===== src/hw/rtl/pclc_pkg.sv =====
// Shared types, widths and codes for the padded circular line convolution block.
`timescale 1ns / 1ps

package pclc_pkg;

    localparam int LINE_MAX_DEFAULT = 64;

    localparam int ACTION_W   = 1;
    localparam int TAP_IDX_W  = 6;
    localparam int TAP_W      = 17;
    localparam int SAMPLE_W   = 32;
    localparam int LEN_W      = 7;
    localparam int PLOG_W     = 3;
    localparam int POW_W      = 2 ** PLOG_W;
    localparam int CFG_IDX_W  = 1;
    localparam int CFG_DATA_W = LEN_W;

    // Ramp difference of two Q16.16 samples.
    localparam int DIVIDEND_W = SAMPLE_W + 1;

    // Signed sample times zero-extended tap.
    localparam int PROD_W     = SAMPLE_W + TAP_W + 1;
    localparam int FRAC_W     = 16;
    localparam int ROUND_BIAS = 2 ** (FRAC_W - 1);

    localparam logic [LEN_W-1:0]  LINE_LENGTH_RST = LEN_W'(64);
    localparam logic [PLOG_W-1:0] PLOG_RST        = PLOG_W'(6);

    localparam logic [CFG_IDX_W-1:0] CFG_LINE_LENGTH = CFG_IDX_W'(0);
    localparam logic [CFG_IDX_W-1:0] CFG_PADDED_LOG2 = CFG_IDX_W'(1);

    localparam logic [ACTION_W-1:0] ACTION_TAP    = 1'b0;
    localparam logic [ACTION_W-1:0] ACTION_SAMPLE = 1'b1;

    typedef enum logic [3:0] {
        ST_IDLE,
        ST_READ_FIRST,
        ST_READ_LAST,
        ST_START_DIV,
        ST_DIVIDE,
        ST_PAD,
        ST_MAC,
        ST_WAIT_MAC,
        ST_OUTPUT
    } state_t;

    // Travels with the registered memory read data into the MAC.
    typedef struct packed {
        logic valid;
        logic first;
        logic last;
    } mac_ctrl_t;

endpackage


===== src/hw/rtl/pclc_div.sv =====
// Restoring divider, one quotient bit per cycle, truncating toward zero.
`timescale 1ns / 1ps

module pclc_div #(
    parameter int DIV_W = 7
) (
    input  logic                                   clk,
    input  logic                                   rst_n,
    input  logic                                   start,
    input  logic signed [pclc_pkg::DIVIDEND_W-1:0] dividend,
    input  logic [DIV_W-1:0]                       divisor,
    output logic                                   done,
    output logic signed [pclc_pkg::DIVIDEND_W-1:0] quotient
);

    localparam int NUM_W = pclc_pkg::DIVIDEND_W;
    localparam int CNT_BITS = $clog2(NUM_W + 1);

    logic                busy_reg;
    logic                done_reg;
    logic [CNT_BITS-1:0] cnt_reg;
    logic [NUM_W-1:0]    num_reg;
    logic [NUM_W-1:0]    quo_reg;
    logic [DIV_W-1:0]    rem_reg;
    logic [DIV_W-1:0]    den_reg;
    logic                neg_reg;

    logic [DIV_W:0]      shifted;
    logic [DIV_W:0]      diff;
    logic                fits;
    logic [DIV_W-1:0]    rem_next;

    always_comb
    begin
        shifted  = {rem_reg, num_reg[NUM_W-1]};
        diff     = shifted - {1'b0, den_reg};
        fits     = (shifted >= {1'b0, den_reg});
        rem_next = fits ? diff[DIV_W-1:0] : shifted[DIV_W-1:0];
    end

    always_ff @(posedge clk or negedge rst_n)
    begin
        if (!rst_n)
        begin
            busy_reg <= 1'b0;
            done_reg <= 1'b0;
            cnt_reg  <= '0;
        end
        else
        begin
            done_reg <= busy_reg && (cnt_reg == CNT_BITS'(1));
            if (start)
            begin
                busy_reg <= 1'b1;
                cnt_reg  <= CNT_BITS'(NUM_W);
            end
            else if (busy_reg)
            begin
                cnt_reg <= cnt_reg - CNT_BITS'(1);
                if (cnt_reg == CNT_BITS'(1))
                begin
                    busy_reg <= 1'b0;
                end
            end
        end
    end

    // Work on the magnitude; the divisor is always positive.
    always_ff @(posedge clk)
    begin
        if (start)
        begin
            num_reg <= dividend[NUM_W-1] ? NUM_W'(-dividend) : NUM_W'(dividend);
            neg_reg <= dividend[NUM_W-1];
            den_reg <= divisor;
            rem_reg <= '0;
            quo_reg <= '0;
        end
        else if (busy_reg)
        begin
            num_reg <= {num_reg[NUM_W-2:0], 1'b0};
            rem_reg <= rem_next;
            quo_reg <= {quo_reg[NUM_W-2:0], fits};
        end
    end

    assign done     = done_reg;
    assign quotient = neg_reg ? -$signed(quo_reg) : $signed(quo_reg);

endmodule


===== config.mk =====
export PLATFORM = sky130hd
export DESIGN_NAME = pclc_div
export DESIGN_NICKNAME = d
export VERILOG_FILES = /design/src/hw/rtl/pclc_pkg.sv /design/src/hw/rtl/pclc_div.sv
export SDC_FILE = /design/constraint.sdc
export NUM_CORES = 1
export LEC_CHECK = 0
export ABC_AREA = 0
export BUFFER_PORTS_ARGS = -buffer_cell sky130_fd_sc_hd__buf_2
export CAP_MARGIN = 15
export CORE_AREA = 5 5 119 87
export DETAILED_ROUTE_END_ITERATION = 8
export DIE_AREA = 0 0 124 92
export HOLD_SLACK_MARGIN = 0.12
export PLACE_DENSITY = 0.8
export RECOVER_POWER = 50
export SLEW_MARGIN = 20
export SYNTH_ARGS = -nofsm -noshare
export SYNTH_HDL_FRONTEND = slang
export SYNTH_SLANG_ARGS = --single-unit

===== constraint.sdc =====
create_clock -name clk -period 4.1 [get_ports clk]
set_input_delay 0.82 -clock clk [delete_from_list [all_inputs] [get_ports clk]]
set_output_delay 0.82 -clock clk [all_outputs]
set_load 0.01 [all_outputs]

==> impl_metrics.toml <==
[clocking]
cts_tree = "yes"
clockRootBuffer = "clkbuf_16"
numCtsBuffers = 9
htree_levels = 3
cts_buffer_depth = 2
clk_latency_ns = 0.34
clk_pin_slew_ns = 0.07
cts_sinks = 89
cts_hold_buf = 0

[floorplan]
row_count = 29
die_h_microns = 92
core_area_sq_um = 8960
dieArea_sq_um = 11400
start_util = 0.571
io_pins = 77
dieWidth_microns = 124

[power_and_ir_drop]
p_leak_uw = 0.00260
p_per_area_nw_per_um2 = 508
peakVddDrop_mv = 0.256
finalPower_uw = 2980

[setup_path]
path_cells = "inv_1 -> ha_1 -> or3b_1 -> or4_1 -> or4_1 -> o31ai_1 -> xnor2_1 -> buf_2"
cpMostUsedCell = "or4_1"
setup.worst_path.start_class = "flop"
cp-end-kind = "output pin"
reg2reg_to = "rem_reg[1]"
r2r_slack_ns = 1.82
required_ns = 3.28
crit_family = "simple AND/OR/NAND/NOR gates"
critPathArrivalTime_ns = 3.07
cpMaxStageDelayCell = "or4_1"
path_class = "reg2out"
path_buf_inv = 2
crit_fanout = 6
r2r_cells = 7
r2r_start = "den_reg[0]"
critical_path.max_stage_delay_ns = 0.59

[synth]
seq_area_frac_synth = 0.436
yosys-top-cells-area = "edfxtp_1 (24%), dfxtp_1 (16%), mux2i_1 (6.6%)"
synth_edf_count = 41
yosys_register_bits = 89
synthCells = 533
synth_cell_types = 53
synth_top_area_share = 0.240
async_flop_share = 0.0899
syn_nets = 588
ys_warn_count = 0
ys_top_cells_by_count = "nor2_1 (79), edfxtp_1 (41), dfxtp_1 (40)"
synth_most_common_cell = "nor2_1"
yosysTopAreaCell = "edfxtp_1"
synth_flop_cell = "edfxtp_1"
netlist_area_sq_um = 5120
synth.avg_cell_area_sq_um = 9.61

[timing]
period_share = 0.949
finalSetupTns_ns = 0
min_period_ns = 3.89
tightest_slew_ns = 2.42
fmax_ghz = 0.257
slew_headroom = -0.615
slew_violations = 59
whs_ns = 0.387
hold_violations = 0
setup_violations = 0
rsz0062_at_grt = "no"
finClkSkew_ns = 0.00841

[finish]
fin_nets = 647
drive_above_1_share = 0.174
syn_to_final_growth_pct = 14.4
multi_input_area_sq_um = 2700
post-route-util = 0.654
num_antenna_cells = 0
n_fill_cell = 713
seqCellArea_sq_um = 2230

[run]
max_cap_violations = 1

[outcome]
status = "finished with violations"
violations = "max-capacitance violations, max-slew violations"

[routing]
num_vias = 4179
drt-total-wl_mm = 11.3
via_per_inst = 5.80
drc = 0
postRouteAntennaNets = 0
dr.pass1.iters = 5
wl_per_cell_microns = 15.7
first_iter_violations = 295

[grt]
gr-total-overflow = 0
antenna_found_initial = 0
grt_max_degree = 60
grt_pass1_wl_mm = 18.5
grtUsageTotal = 0.200
grt_pass1_vias = 3858

[min_path]
min_path_type = "in2async"

[placed_design]
dp_hpwl_mm = 7.89
portBuffers = 76
place_congestion = 0.868
## area by class of cell
class                           count  area share
Sequential cell                    89       0.381
Clock buffer                        9      0.0384
Clock inverter                      7      0.0126
Timing Repair Buffer               79      0.0677
Multi-Input combinational cell    394       0.461
Inverter                           19      0.0122
Tap cell                          124      0.0265
## worst max path at each step
stage	slack [ns]	start	cells after the start	endpoint
6_report	0.21	quo_reg[0]	8	quotient[24]
5_1_grt	0.05	quo_reg[0]	8	quotient[20]
4_1_cts	0.07	quo_reg[1]	8	quotient[16]
3_5_place_dp	0.49	quo_reg[1]	8	quotient[16]
3_3_place_gp	0.70	quo_reg[0]	8	quotient[16]
2_1_floorplan	0.91	quo_reg[0]	8	quotient[24]
## logic make-up after synthesis
logic type               count (synthesis)  synth area share
AND/OR/NAND/NOR                        163             0.160
multiplexers                            36            0.0709
XOR/XNOR                                67             0.115
buffers and inverters                   50            0.0376
flip-flops                              89             0.436
AO/OA/AOI/OAI                          116             0.150
adder cells (fa/ha/maj)                 12            0.0308
## cells in the final DEF (no fill, tap or decap), drive strengths merged, types with 2 or more instances in the layout
cell type,synthesis,routed
a21oi,36,36
clkbuf,21,15
a311oi,2,2
nor4,9,9
a21o,2,2
mux2i,34,34
clkinv,0,2
buf,10,73
nand2,18,18
nand2b,8,8
or3b,2,2
mux2,2,2
nor3,6,6
dfxtp,40,40
o21bai,3,3
a211oi,3,3
or3,10,10
or4,17,17
o31ai,21,21
xnor2,38,38
ha,11,11
inv,19,23
o41ai,16,16
or2,3,3
o311ai,2,2
xor2,29,29
nor2,79,79
dfrtp,8,8
o21ai,25,25
nand3,2,2
edfxtp,41,41
## per-stage QoR
stage	instances	cell area (sq um)	setup slack (ns)
4_1_cts	721	5860	0.0742
3_3_place_gp	705	5560	0.695
6_report	721	5860	0.208
5_1_grt	721	5860	0.0500
3_5_place_dp	705	5560	0.489
2_1_floorplan	533	5120	0.913
## report_power, final
group / internal, uW / switching (uW) / total, uW / leakage [uW]
sequential: 1080 / 80.3 / 1160 / 0.000835
combinational: 426 / 567 / 992 / 0.00161
clock: 477 / 350 / 827 / 0.000151
total: 1980 / 997 / 2980 / 0.00260
## what timing repair did
item / in CTS / in global routing
gates resized for setup: 0 / 1
setup buffers: 0 / 0
setup endpoints to repair: 0 / 1
## per-layer routing
metal | vias up | GRT usage | routed length (microns)
li1 | 2061 | - | -
met1 | 1973 | 0.283 | 5210
met2 | 131 | 0.304 | 5350
met3 | 14 | 0.0523 | 624
met4 | 0 | 0.0574 | 125
met5 | - | 0 | 0
(Power assumes the default switching activity.)
