[src/hw/rtl/pclc_pkg.sv]
// Shared types, widths and codes for the padded circular line convolution block.
`timescale 1ns / 1ps

package pclc_pkg;

    localparam int LINE_MAX_DEFAULT = 64;

    localparam int ACTION_W   = 1;
    localparam int TAP_IDX_W  = 6;
    localparam int TAP_W      = 17;
    localparam int SAMPLE_W   = 32;
    localparam int LEN_W      = 7;
    localparam int PLOG_W     = 3;
    localparam int POW_W      = 2 ** PLOG_W;
    localparam int CFG_IDX_W  = 1;
    localparam int CFG_DATA_W = LEN_W;

    // Ramp difference of two Q16.16 samples.
    localparam int DIVIDEND_W = SAMPLE_W + 1;

    // Signed sample times zero-extended tap.
    localparam int PROD_W     = SAMPLE_W + TAP_W + 1;
    localparam int FRAC_W     = 16;
    localparam int ROUND_BIAS = 2 ** (FRAC_W - 1);

    localparam logic [LEN_W-1:0]  LINE_LENGTH_RST = LEN_W'(64);
    localparam logic [PLOG_W-1:0] PLOG_RST        = PLOG_W'(6);

    localparam logic [CFG_IDX_W-1:0] CFG_LINE_LENGTH = CFG_IDX_W'(0);
    localparam logic [CFG_IDX_W-1:0] CFG_PADDED_LOG2 = CFG_IDX_W'(1);

    localparam logic [ACTION_W-1:0] ACTION_TAP    = 1'b0;
    localparam logic [ACTION_W-1:0] ACTION_SAMPLE = 1'b1;

    typedef enum logic [3:0] {
        ST_IDLE,
        ST_READ_FIRST,
        ST_READ_LAST,
        ST_START_DIV,
        ST_DIVIDE,
        ST_PAD,
        ST_MAC,
        ST_WAIT_MAC,
        ST_OUTPUT
    } state_t;

    // Travels with the registered memory read data into the MAC.
    typedef struct packed {
        logic valid;
        logic first;
        logic last;
    } mac_ctrl_t;

endpackage

[src/hw/rtl/pclc_mac.sv]
// Shared multiply-accumulate unit with Q16.16 rounding and saturation.
`timescale 1ns / 1ps

module pclc_mac #(
    parameter int LINE_MAX = pclc_pkg::LINE_MAX_DEFAULT
) (
    input  logic                                 clk,
    input  logic                                 rst_n,
    input  pclc_pkg::mac_ctrl_t                  ctrl,
    input  logic signed [pclc_pkg::SAMPLE_W-1:0] x,
    input  logic [pclc_pkg::TAP_W-1:0]           h,
    output logic                                 done,
    output logic signed [pclc_pkg::SAMPLE_W-1:0] result
);

    localparam int PROD_W = pclc_pkg::PROD_W;
    localparam int ACC_W  = PROD_W + $clog2(LINE_MAX);
    localparam int SW     = pclc_pkg::SAMPLE_W;
    localparam int QW     = ACC_W + 1 - pclc_pkg::FRAC_W;
    localparam logic signed [ACC_W:0] ROUND_ADD = (ACC_W + 1)'(pclc_pkg::ROUND_BIAS);

    pclc_pkg::mac_ctrl_t      prod_ctrl_reg;
    logic signed [PROD_W-1:0] prod_reg;
    logic signed [ACC_W-1:0]  acc_reg;
    logic                     fin_reg;
    logic                     done_reg;
    logic signed [SW-1:0]     res_reg;

    logic signed [ACC_W:0]    rnd;
    logic [QW-1:0]            quot;
    logic [QW-SW:0]           high_bits;
    logic signed [SW-1:0]     sat;

    // Add half an LSB, floor by the shift, clamp when the high bits disagree.
    always_comb
    begin
        rnd       = (ACC_W + 1)'(acc_reg) + ROUND_ADD;
        quot      = rnd[ACC_W:pclc_pkg::FRAC_W];
        high_bits = quot[QW-1:SW-1];
        if ((&high_bits) || !(|high_bits))
        begin
            sat = quot[SW-1:0];
        end
        else if (quot[QW-1])
        begin
            sat = {1'b1, {(SW - 1){1'b0}}};
        end
        else
        begin
            sat = {1'b0, {(SW - 1){1'b1}}};
        end
    end

    always_ff @(posedge clk or negedge rst_n)
    begin
        if (!rst_n)
        begin
            prod_ctrl_reg <= '0;
            fin_reg       <= 1'b0;
            done_reg      <= 1'b0;
        end
        else
        begin
            prod_ctrl_reg <= ctrl;
            fin_reg       <= prod_ctrl_reg.valid && prod_ctrl_reg.last;
            done_reg      <= fin_reg;
        end
    end

    always_ff @(posedge clk)
    begin
        prod_reg <= x * $signed({1'b0, h});
        if (prod_ctrl_reg.valid)
        begin
            acc_reg <= (prod_ctrl_reg.first ? ACC_W'(0) : acc_reg) + ACC_W'(prod_reg);
        end
        if (fin_reg)
        begin
            res_reg <= sat;
        end
    end

    assign done   = done_reg;
    assign result = res_reg;

endmodule

[config.mk]
export PLATFORM = sky130hd
export DESIGN_NAME = pclc_mac
export DESIGN_NICKNAME = d
export VERILOG_FILES = /design/src/hw/rtl/pclc_pkg.sv /design/src/hw/rtl/pclc_mac.sv
export SDC_FILE = /design/constraint.sdc
export NUM_CORES = 2
export LEC_CHECK = 0
export ABC_AREA = 1
export BUFFER_PORTS_ARGS = -buffer_cell sky130_fd_sc_hd__clkbuf_2
export CAP_MARGIN = 0
export CORE_ASPECT_RATIO = 0.6
export CORE_MARGIN = 3
export CORE_UTILIZATION = 24
export DETAILED_ROUTE_END_ITERATION = 10
export SLEW_MARGIN = 20
export SYNTH_ARGS = -nofsm -noshare
export SYNTH_HDL_FRONTEND = slang
export SYNTH_SLANG_ARGS = --single-unit
[constraint.sdc]
create_clock -name clk -period 8.85 [get_ports clk]
set_input_delay 1.3275 -clock clk [delete_from_list [all_inputs] [get_ports clk]]
set_output_delay 1.3275 -clock clk [all_outputs]
set_load 0.01 [all_outputs]
==> metrics.md <==
| Metric | Value |
|---|---|
| Outcome | finished clean |
| CP most frequent cell | fa_1 |
| CP delay by family, top | adder cells |
| Die height | 281 microns |
| Initial Util | 0.242 |
| DPL Wire Length | 81400 microns |
| TNS Setup | 0 ns |
| Fin. Hold Viols | 0 |
| GRT overflow | 0 |
| Most frequent cell after synthesis | inv_1 |
| Slowest cell delay on critical path | 0.59 ns |
| Clock sinks | 143 |
| Critical path data required time | 9.18 ns |
| I/O pins | 87 |
| Number of max-cap violations | 0 |
| Initial antenna violation count | 5 |
| Critical setup path kind | in -> reg |
| Vias in the first global route | 25600 |
| Fin. max-slew vios | 0 |
| Clk_lat worst skew | 0.45 ns |
| Crit-path slowest cell | o21ai_0 |
| Die W | 464 microns |
| CP Capture Type | flip-flop |
| Ys async rst share | 0.0350 |
| Bufs on Longest Clock Path | 2 |
| Synth Cell Area | 0.0302 sq mm |
| Worst-path clk slew | 0.07 ns |
| Max FFs per register | 56 |
| First-pass GRT wire length | 153000 microns |
| Post-synth top flop | edfxtp_1 |
| Worst path arrival time | 7.99 ns |
| Area contributors post-synth | fa_1, inv_1, nand2_1, edfxtp_1, ha_1 |
| Crit path cell chain | clkbuf_2, buf_4, nand2_1, inv_1, fa_1, inv_1, fa_1, fa_1, inv_1, fa_1, fa_1, inv_1, fa_1, inv_1, ha_1, nand2_1, nor2_1, nand2_1, o21ai_0, nand3_1, a21boi_0, nor2_1, nand2_1, nand2_1 |
| Worst hold path type | reg -> reg |
| Overall global routing resource usage | 0.152 |
| Avg Inst Size Synth | 7.36 sq um |
| Final period util | 0.865 |
| CTS tree | done |
| Number of synthesized flops with an enable pin | 88 |
| Cell row count | 100 |
| DR vias/cell | 4.35 |
| Minimum clock period | 7.66 ns |
| Pin count of the biggest net entering global routing | 58 |
| FF-to-FF setup slack | 4.30 ns |
| Post-synth top cells | inv_1, nand2_1, fa_1, nor2_1, ha_1 |
| Worst-Margin Slew | 1.08 ns |
| Hold_buf cts | 0 |
| Post-synthesis register bit count | 143 |
| DRT Wirelength | 98300 microns |
| Synth warnings | 0 |
| Num CTS Buffers | 17 |
| Clock Skew | 0.00936 ns |
| Area grow syn2layout | 9.01% |
| Yosys cell types | 39 |
| Clock root cell | clkbuf_16 |
| Initial DRC count | 2488 |
| Unrepaired setup endpoints after global routing | no |
| Buf/Inv on CP | 7 |
| Port buffer count | 86 |
| Post-Syn Instances | 4097 |
| Syn nets | 4847 |
| Vias | 25200 |
| Post-route DRC | 0 |
| Total area of sequential cells | 0.00377 sq mm |
| Wire per inst | 17.0 microns |
| Post-CTS Setup Bufs | 0 |
| Die footprint | 0.130 sq mm |
| Critical path peak fanout | 26 |
| Setup-failing EPs final | 0 |
| H-tree depth | 4 |
| Yosys top cell by area | fa_1 |
| Post-synthesis sequential area ratio | 0.125 |
| Antenna-violating nets left | 0 |
| RD Place Congestion | 0.965 |
| Normalized max-slew margin | 0.277 |
| Nets | 4840 |
| Multi-input logic area | 0.0213 sq mm |
| FILL cells | 13800 |
| Core Area | 0.124 sq mm |
| Fraction of layout cells with a size suffix above 1 | 0.0385 |
| PostCTS Resize Cnt | 0 |
| Startpoint Class | primary input |
| DRT Pass-1 Iters | 6 |
| Fmax achieved | 131 MHz |
| Top-area cell type share of the netlist area | 0.346 |
-- cell families after synthesis --
kind of cell | synth area share
adder cells (fa/ha/maj) | 0.419
AO/OA/AOI/OAI | 0.0557
AND/OR/NAND/NOR | 0.196
buffers and inverters | 0.169
XOR/XNOR | 0.0363
flip-flops | 0.125
-- placed cells by master (no fill, tap or decap), drive strengths merged, types with 2 or more instances in the layout --
cell,netlist,layout
a21boi,5,5
a21o,15,15
a21oi,141,141
a31oi,23,23
and2,2,2
and3,4,4
buf,9,15
clkbuf,118,103
clkinv,0,3
dfrtp,5,5
dfxtp,50,50
edfxtp,88,88
fa,522,522
ha,174,174
inv,1215,1226
nand2,1003,1003
nand3,87,87
nand4,28,28
nor2,326,326
nor3,28,28
nor4,7,7
o21a,3,3
o21ai,90,90
o21bai,23,23
o221ai,3,3
xnor2,27,27
xor2,98,98
-- cell type report --
type,instances,area share
antenna,1,0.0000761
clock buffer,17,0.0129
clock inverter,15,0.00487
inverter,1215,0.139
multi-input combinational,2612,0.648
sequential,143,0.115
tap,1683,0.0641
timing repair buffer,101,0.0165
-- through the flow --
stage	cells	util	setup slack [ns]	area [sq um]	hold slack (ns)
2_1_floorplan	4097	-	2.11	30200	0.409
3_3_place_gp	5754	0.260	0.908	32300	0.365
3_5_place_dp	5754	0.260	0.927	32300	0.370
4_1_cts	5786	0.264	1.41	32900	0.395
5_1_grt	5786	0.264	1.02	32900	0.402
6_report	5787	0.264	1.19	32900	0.390
-- per-layer routing --
layer	track usage	vias up	wire [microns]	part of all wire
met3	0.0391	91	10500	0.11
met1	0.234	12200	47700	0.49
met5	0	-	0	0
li1	-	11800	-	-
met2	0.217	1096	38800	0.40
met4	0.0208	0	1250	0.013
-- path summary, 6_finish.rpt --
kind / startpoint / to / cells after the start
min in group asynchronous: rst_n / prod_ctrl_reg[0]$_DFF_PN0_ / 1
max reg2reg: prod_ctrl_reg[1]$_DFF_PN0_ / acc_reg[32]$_DFFE_PP_ / 15
max in group asynchronous: rst_n / prod_ctrl_reg[1]$_DFF_PN0_ / 1
max: h[6] / prod_reg[43]$_DFF_P_ / 24
min reg2reg: fin_reg$_DFF_PN0_ / done$_DFF_PN0_ / 0
min: fin_reg$_DFF_PN0_ / done$_DFF_PN0_ / 0
Power is not shown: default switching activity piles up to over one toggle a cycle in this logic, so the estimate is an artifact.
